$ cat config.mk
export PLATFORM = sky130hd
export DESIGN_NAME = gdzc_trigger
export DESIGN_NICKNAME = d
export VERILOG_FILES = /design/src/hdl/gdzc_pkg.sv /design/src/hdl/gdzc_div_stage.sv /design/src/hdl/gdzc_trigger.sv
export SDC_FILE = /design/constraint.sdc
export NUM_CORES = 1
export LEC_CHECK = 0
export BUFFER_PORTS_ARGS = -buffer_cell sky130_fd_sc_hd__buf_2
export CAP_MARGIN = 20
export CORE_MARGIN = 5
export CORE_UTILIZATION = 35
export CTS_CLUSTER_SIZE = 16
export DETAILED_ROUTE_END_ITERATION = 8
export SETUP_SLACK_MARGIN = 0.1
export SYNTH_ARGS = -nofsm -noshare
export SYNTH_HDL_FRONTEND = slang
export SYNTH_SLANG_ARGS = --single-unit
$ cat constraint.sdc
create_clock -name clock -period 4.3 [get_ports clock]
set_input_delay 0.86 -clock clock [delete_from_list [all_inputs] [get_ports clock]]
set_output_delay 0.86 -clock clock [all_outputs]
set_load 0.02 [all_outputs]
$ cat src/hdl/gdzc_pkg.sv
// ----------------------------------------------------------------------------
// gdzc_pkg
// Types, register map and pipeline layout for the dead-zone conditioner.
// ----------------------------------------------------------------------------
package gdzc_pkg;

   typedef struct packed {
      logic [7:0]         left_trigger_raw;
      logic [7:0]         right_trigger_raw;
      logic signed [15:0] left_x_raw;
      logic signed [15:0] left_y_raw;
      logic signed [15:0] right_x_raw;
      logic signed [15:0] right_y_raw;
   } req_type;

   typedef struct packed {
      logic [14:0]        left_trigger_out;
      logic [14:0]        right_trigger_out;
      logic signed [15:0] left_x_out;
      logic signed [15:0] left_y_out;
      logic signed [15:0] right_x_out;
      logic signed [15:0] right_y_out;
   } rsp_type;

   // Register map, word index on paddr[3:2].
   localparam int          CSR_ADDR_W            = 4;
   localparam logic [1:0]  CSR_TRIGGER_THRESHOLD = 2'd0;
   localparam logic [1:0]  CSR_LEFT_DEAD_ZONE    = 2'd1;
   localparam logic [1:0]  CSR_RIGHT_DEAD_ZONE   = 2'd2;

   localparam logic [7:0]  TRIGGER_THRESHOLD_RST = 8'd30;
   localparam logic [14:0] LEFT_DEAD_ZONE_RST    = 15'd7849;
   localparam logic [14:0] RIGHT_DEAD_ZONE_RST   = 15'd8689;

   // Arithmetic widths.
   localparam int ROOT_W      = 16;
   localparam int RAD_W       = 32;
   localparam int SQRT_REM_W  = ROOT_W + 2;
   localparam int QUO_W       = 16;
   localparam int STICK_DIV_W = 31;
   localparam int TRIG_DIV_W  = 8;

   // Iteration split over stages.
   localparam int SQRT_STEPS  = 4;
   localparam int SQRT_STAGES = ROOT_W / SQRT_STEPS;
   localparam int DIV_STEPS   = 2;
   localparam int DIV_STAGES  = QUO_W / DIV_STEPS;

   // Stick pipeline layout (stage numbers start at 1).
   localparam int STG_ABS    = 1;
   localparam int STG_SQUARE = 2;
   localparam int STG_SUM    = 3;
   localparam int STG_SQRT0  = 4;
   localparam int STG_RADIUS = STG_SQRT0 + SQRT_STAGES;
   localparam int STG_MUL    = STG_RADIUS + 1;
   localparam int STG_DIV0   = STG_MUL + 1;
   localparam int STG_OUT    = STG_DIV0 + DIV_STAGES;
   localparam int PIPE_DEPTH = STG_OUT;

   // Trigger pipeline layout; the result is then delayed to PIPE_DEPTH.
   localparam int TRG_PREP = 1;
   localparam int TRG_DIV0 = TRG_PREP + 1;
   localparam int TRG_SAT  = TRG_DIV0 + DIV_STAGES;

   typedef struct packed {
      logic [15:0] ax;
      logic [15:0] ay;
      logic        sx;
      logic        sy;
   } stick_side_type;

   typedef struct packed {
      logic zero;
      logic sx;
      logic sy;
   } div_side_type;

endpackage

$ cat src/hdl/gdzc_div_stage.sv
// ----------------------------------------------------------------------------
// gdzc_div_stage
// Registered slice of a restoring divider with a 16-bit quotient.
// ----------------------------------------------------------------------------
module gdzc_div_stage #(
   parameter int W     = gdzc_pkg::STICK_DIV_W,
   parameter int STEPS = gdzc_pkg::DIV_STEPS
) (
   input  logic                        clock,
   input  logic                        en,
   input  logic [W-1:0]                rem_in,
   input  logic [W-1:0]                den_in,
   input  logic [gdzc_pkg::QUO_W-1:0]  low_in,
   input  logic [gdzc_pkg::QUO_W-1:0]  quo_in,
   output logic [W-1:0]                rem_out,
   output logic [W-1:0]                den_out,
   output logic [gdzc_pkg::QUO_W-1:0]  low_out,
   output logic [gdzc_pkg::QUO_W-1:0]  quo_out
);

   localparam int QW = gdzc_pkg::QUO_W;

   logic [W-1:0]  rem_c, rem_ff, den_ff;
   logic [QW-1:0] low_c, low_ff, quo_c, quo_ff;
   logic [W:0]    sh_c;

   // Bits of the dividend still to come are shifted in from low.
   always_comb begin
      rem_c = rem_in;
      low_c = low_in;
      quo_c = quo_in;
      sh_c  = '0;
      for (int k = 0; k < STEPS; k++) begin
         sh_c = {rem_c, low_c[QW-1]};
         if (sh_c >= {1'b0, den_in}) begin
            rem_c = W'(sh_c - {1'b0, den_in});
            quo_c = {quo_c[QW-2:0], 1'b1};
         end else begin
            rem_c = sh_c[W-1:0];
            quo_c = {quo_c[QW-2:0], 1'b0};
         end
         low_c = {low_c[QW-2:0], 1'b0};
      end
   end

   always_ff @(posedge clock) begin
      if (en) begin
         rem_ff <= rem_c;
         den_ff <= den_in;
         low_ff <= low_c;
         quo_ff <= quo_c;
      end
   end

   assign rem_out = rem_ff;
   assign den_out = den_ff;
   assign low_out = low_ff;
   assign quo_out = quo_ff;

endmodule

$ cat src/hdl/gdzc_trigger.sv
// ----------------------------------------------------------------------------
// gdzc_trigger
// Trigger path: threshold, rescale by a pipelined divide, saturate, delay.
// ----------------------------------------------------------------------------
module gdzc_trigger (
   input  logic                            clock,
   input  logic [gdzc_pkg::PIPE_DEPTH:1]   en,
   input  logic [7:0]                      raw,
   input  logic [7:0]                      thr,
   output logic [14:0]                     trig_out
);

   localparam int DW = gdzc_pkg::TRIG_DIV_W;
   localparam int QW = gdzc_pkg::QUO_W;
   localparam int NS = gdzc_pkg::DIV_STAGES;

   logic [DW-1:0] rem_w [NS+1];
   logic [DW-1:0] den_w [NS+1];
   logic [QW-1:0] low_w [NS+1];
   logic [QW-1:0] quo_w [NS+1];
   logic          zero_ff [gdzc_pkg::TRG_PREP:gdzc_pkg::TRG_SAT-1];
   logic [14:0]   dly_ff  [gdzc_pkg::TRG_SAT:gdzc_pkg::PIPE_DEPTH];
   logic [DW-1:0] diff_c;
   logic [DW-1:0] rem0_ff, den0_ff;
   logic [QW-1:0] low0_ff;

   assign diff_c = raw - thr;

   // Dividend is diff * 2^15; its top part seeds the remainder.
   always_ff @(posedge clock) begin
      if (en[gdzc_pkg::TRG_PREP]) begin
         zero_ff[gdzc_pkg::TRG_PREP] <= (raw <= thr);
         rem0_ff <= {1'b0, diff_c[DW-1:1]};
         low0_ff <= {diff_c[0], {(QW-1){1'b0}}};
         den0_ff <= ~thr;
      end
   end

   assign rem_w[0] = rem0_ff;
   assign den_w[0] = den0_ff;
   assign low_w[0] = low0_ff;
   assign quo_w[0] = '0;

   for (genvar g = 0; g < NS; g++) begin : g_div
      gdzc_div_stage #(.W(DW), .STEPS(gdzc_pkg::DIV_STEPS)) u_div (
         .clock   (clock),
         .en      (en[gdzc_pkg::TRG_DIV0 + g]),
         .rem_in  (rem_w[g]),
         .den_in  (den_w[g]),
         .low_in  (low_w[g]),
         .quo_in  (quo_w[g]),
         .rem_out (rem_w[g+1]),
         .den_out (den_w[g+1]),
         .low_out (low_w[g+1]),
         .quo_out (quo_w[g+1])
      );
      always_ff @(posedge clock) begin
         if (en[gdzc_pkg::TRG_DIV0 + g]) begin
            zero_ff[gdzc_pkg::TRG_DIV0 + g] <= zero_ff[gdzc_pkg::TRG_PREP + g];
         end
      end
   end

   // A full-travel result of 32768 saturates to 32767.
   always_ff @(posedge clock) begin
      if (en[gdzc_pkg::TRG_SAT]) begin
         if (zero_ff[gdzc_pkg::TRG_SAT-1]) begin
            dly_ff[gdzc_pkg::TRG_SAT] <= '0;
         end else if (quo_w[NS][QW-1]) begin
            dly_ff[gdzc_pkg::TRG_SAT] <= 15'h7FFF;
         end else begin
            dly_ff[gdzc_pkg::TRG_SAT] <= quo_w[NS][14:0];
         end
      end
   end

   for (genvar s = gdzc_pkg::TRG_SAT + 1; s <= gdzc_pkg::PIPE_DEPTH; s++) begin : g_dly
      always_ff @(posedge clock) begin
         if (en[s]) begin
            dly_ff[s] <= dly_ff[s-1];
         end
      end
   end

   assign trig_out = dly_ff[gdzc_pkg::PIPE_DEPTH];

endmodule

==> results.md <==
- Die area: 54,800 µm²
- CTS Sinks: roughly 340
- Layout cell share with drive strength beyond 1: 0.197
- CTS root buffer: clkbuf_16
- Critical Path End Type: register
- Worst EP required: around 4.6 ns
- # IOs: 50
- Via density per instance: just under 5
- Post-synthesis sequential area ratio: 0.587
- Layout area overhead: 16.1%
- Area contributors post-synth: edfxtp_1 (59%), ha_1 (9.2%), nor2_1 (2.7%), xnor2_1 (2.3%), inv_1 (2.1%)
- R2R Path End: g_div[0].u_div.rem_out[6]
- Initial DRC Count: approximately 480
- Initial core utilization: 0.352
- Hold_buf cts: 0
- Worst setup SP type: register
- Worst-path fanout max: 8
- First-pass GRT wire length: about 52 mm
- Drt first pass iters: 5
- Worst Setup EP: g_div[0].u_div.rem_out[6]
- Clock Latency Late Sink: about 0.53 ns
- Post-Route WL: 32.7 mm
- Dpl hpwl: ~24 mm
- Final Hold Viols: 0
- Max-cap violations: 0
- NumNets Final: 1,597
- Peak VDD IR: 0.645 mV
- Sw Pwr: roughly 5.9 mW
- Largest area contributor in the netlist: edfxtp_1
- Final setup vio count: 0
- DR vias: 10,400
- Worst setup path category: reg2reg
- Top_reg_cell synth: edfxtp_1
- Core Box Area: between 40,000 and 50,000 µm²
- Static Leakage: between 7 and 8 nW
- Clk slew on worst S/H paths: 0.06 ns
- Site Rows: between 80 and 90
- Final Cycle Share: 0.949
- R2R depth: 18
- Placed Cells: roughly 2,000
- EDFF count, synth: 344
- Netlist Area Pre-Place: around 18,000 µm²
- Pre-CTS setup slack: 0.0409 ns
- Crit path DAT: approximately 4.4 ns
- Top achievable clock speed: about 250 MHz
- Post-route DRC: 0
- Yosys reg bits: 344
- Combinational power share: 0.512
- CTS H-tree depth: 2
- Hold Crit Class: reg2reg
- Largest net degree at the start of global routing: 32
- Pwr Density: about 830 nW/µm²
- Fill count: around 4,600
- Sw Share: 0.352
- Via count of the first global-routing pass: roughly 10,000
- Routed Antenna Nets: 0
- Area of the multi-input gates: between 6000 and 7000 µm²
- Status: complete, no violations
- RD Place Congestion: around 0.86
- Worst R2R Setup Slack: ~0.22 ns
- Worst hold path cell count: 0
- Share of the synthesized area in the top cell type: 0.587
- Fin Clk Skew: roughly 0.012 ns
- Clock buffer depth: 3
- Grt total ovfl: 0
- Clock power frac: 0.195
- CTS buffer count: 38
- # port buffers: 49
- WL/cell: 15.4 µm
- Setup TNS: 0 ns
- Ys Warns: 0
- Register area: 10,300 µm²
- Worst Setup SP: low0_ff[15]
- Synth cell types: 81
- Non-Filler Instances: between 2,000 and 2,500
- Final Critical Period: just over 4 ns
- Max_slew headroom: 0.503
- Initial antenna violation count: 1
- All-Layer GR Usage: 0.117
- Final worst setup slack: 0.220 ns
- Final Core Density: 0.409
- CTS tree: yes
- Worst Max-Slew Pin Slew: around 0.75 ns
- Async SR Flop Fraction: 0
- Horiz. Die Dim: roughly 230 µm
- Syn_nets: ~1,500
- RSZ-0062 raised after global routing: yes
- Syn Inst Count: approximately 1,300
- Syn Area/Cell: approximately 13 µm²
- Die Ht: ~230 µm
- Int Pwr: 11.0 mW
- Worst r2r src: low0_ff[15]
- Max-slew violation count: 0
- Antenna Cells: 0
- Sequential power share: 0.293
==> worst max-delay path: stages, from the launching register on <==
cell,delay [ns]
edfxtp_1,0.39
inv_2,0.08
ha_2,0.18
inv_1,0.06
fa_2,0.38
a21oi_2,0.18
a21oi_2,0.08
nor3b_2,0.26
a221oi_4,0.09
mux2i_2,0.20
ha_1,0.32
nor2b_1,0.15
o31a_1,0.29
o31ai_2,0.33
a21oi_2,0.11
and2_4,0.18
nor2_4,0.12
buf_12,0.13
mux2_4,0.29
==> layout make-up <==
| class | instances | share of cell area |
|---|---|---|
| multi-input cells | 842 | 0.341 |
| clock buffers | 48 | 0.0515 |
| flip-flops and latches | 344 | 0.506 |
| well taps | 672 | 0.0412 |
| repair buffers | 93 | 0.0294 |
| clock inverters | 22 | 0.0119 |
| inverters | 104 | 0.0191 |
==> power by group through the flow <==
stage | Clock [mW] | Sequential (mW) | Combinational, mW
floorplan | 0 | 4.89 | 6.40
global placement | 0 | 5.02 | 7.96
detailed placement | 0 | 5.03 | 8.08
CTS | 3.41 | 4.96 | 8.19
global route | 3.56 | 5.02 | 9.56
finish | 3.30 | 4.96 | 8.66
==> metal layers <==
| metal | global-route usage | wire (µm) | up-vias |
|---|---|---|---|
| met5 | 0 | 11 | - |
| met4 | 0.0330 | 688 | 2 |
| met3 | 0.0241 | 1520 | 51 |
| met2 | 0.189 | 15400 | 207 |
| met1 | 0.159 | 15000 | 4981 |
| li1 | - | - | 5151 |
==> registers in the layout, summed over array words and instances (netlist names) <==
| signal | cells |
|---|---|
| den0_ff | 8 |
| dly_ff | 135 |
| g_div.u_div.den_out | 56 |
| g_div.u_div.quo_out | 72 |
| g_div.u_div.rem_out | 56 |
| low0_ff | 1 |
| rem0_ff | 7 |
| zero_ff | 9 |
==> kinds of logic after synthesis <==
family,Yosys count,synth area share
flip-flops,344,0.587
adder cells (fa/ha/maj),139,0.103
buffers and inverters,129,0.0319
multiplexers,81,0.0568
AO/OA/AOI/OAI,288,0.114
AND/OR/NAND/NOR,270,0.0757
XOR/XNOR,63,0.0314
==> cells in the mapped netlist, types with 18 or more instances <==
library cell and n:
a21o_1 23, inv_1 99, xnor2_1 46, nor2_1 127, nor3_1 18, nand2_1 39, ha_1 129, a21oi_1 72
edfxtp_1 344, mux2_4 22, mux2_2 33, o21ai_0 43, mux2_1 19, nand2b_1 21, o21a_1 31
==> cell usage in the layout (no fill, tap or decap), types with 18 or more instances in the layout <==
cell type  count
a21oi_1       60
mux2_4        24
ha_1         122
mux2_2        32
inv_1         93
xnor2_1       46
o21a_1        31
nand2_1       39
mux2_1        18
nand2b_1      21
buf_2         49
buf_4         42
edfxtp_1     344
clkbuf_16     41
nor2_1       127
o21ai_0       43
a21o_1        23
==> metrics by stage <==
stage / area (µm²) / power [mW] / hold WS (ns)
floorplan: 17600 / 11.3 / 0.400
global placement: 18700 / 13.0 / 0.400
detailed placement: 18700 / 13.1 / 0.405
CTS: 20000 / 16.6 / 0.410
global route: 20400 / 18.1 / 0.419
finish: 20400 / 16.9 / 0.411
==> repair_timing <==
item	in CTS	in global routing
gates resized for setup	2	51
setup endpoints to repair	7	46
pin swaps	1	9
gates cloned	0	1
setup buffers	2	18
==> worst min-delay path by stage <==
stage               endpoint           from
5_1_grt        dly_ff[3][11]  dly_ff[2][56]
4_1_cts        dly_ff[2][51]  dly_ff[2][36]
2_1_floorplan  dly_ff[2][45]  dly_ff[2][30]
3_5_place_dp   dly_ff[2][59]  dly_ff[2][44]
6_report       dly_ff[4][18]   dly_ff[4][3]
3_3_place_gp   dly_ff[3][37]  dly_ff[3][22]
No activity file was read; power rests on OpenSTA's default activity.
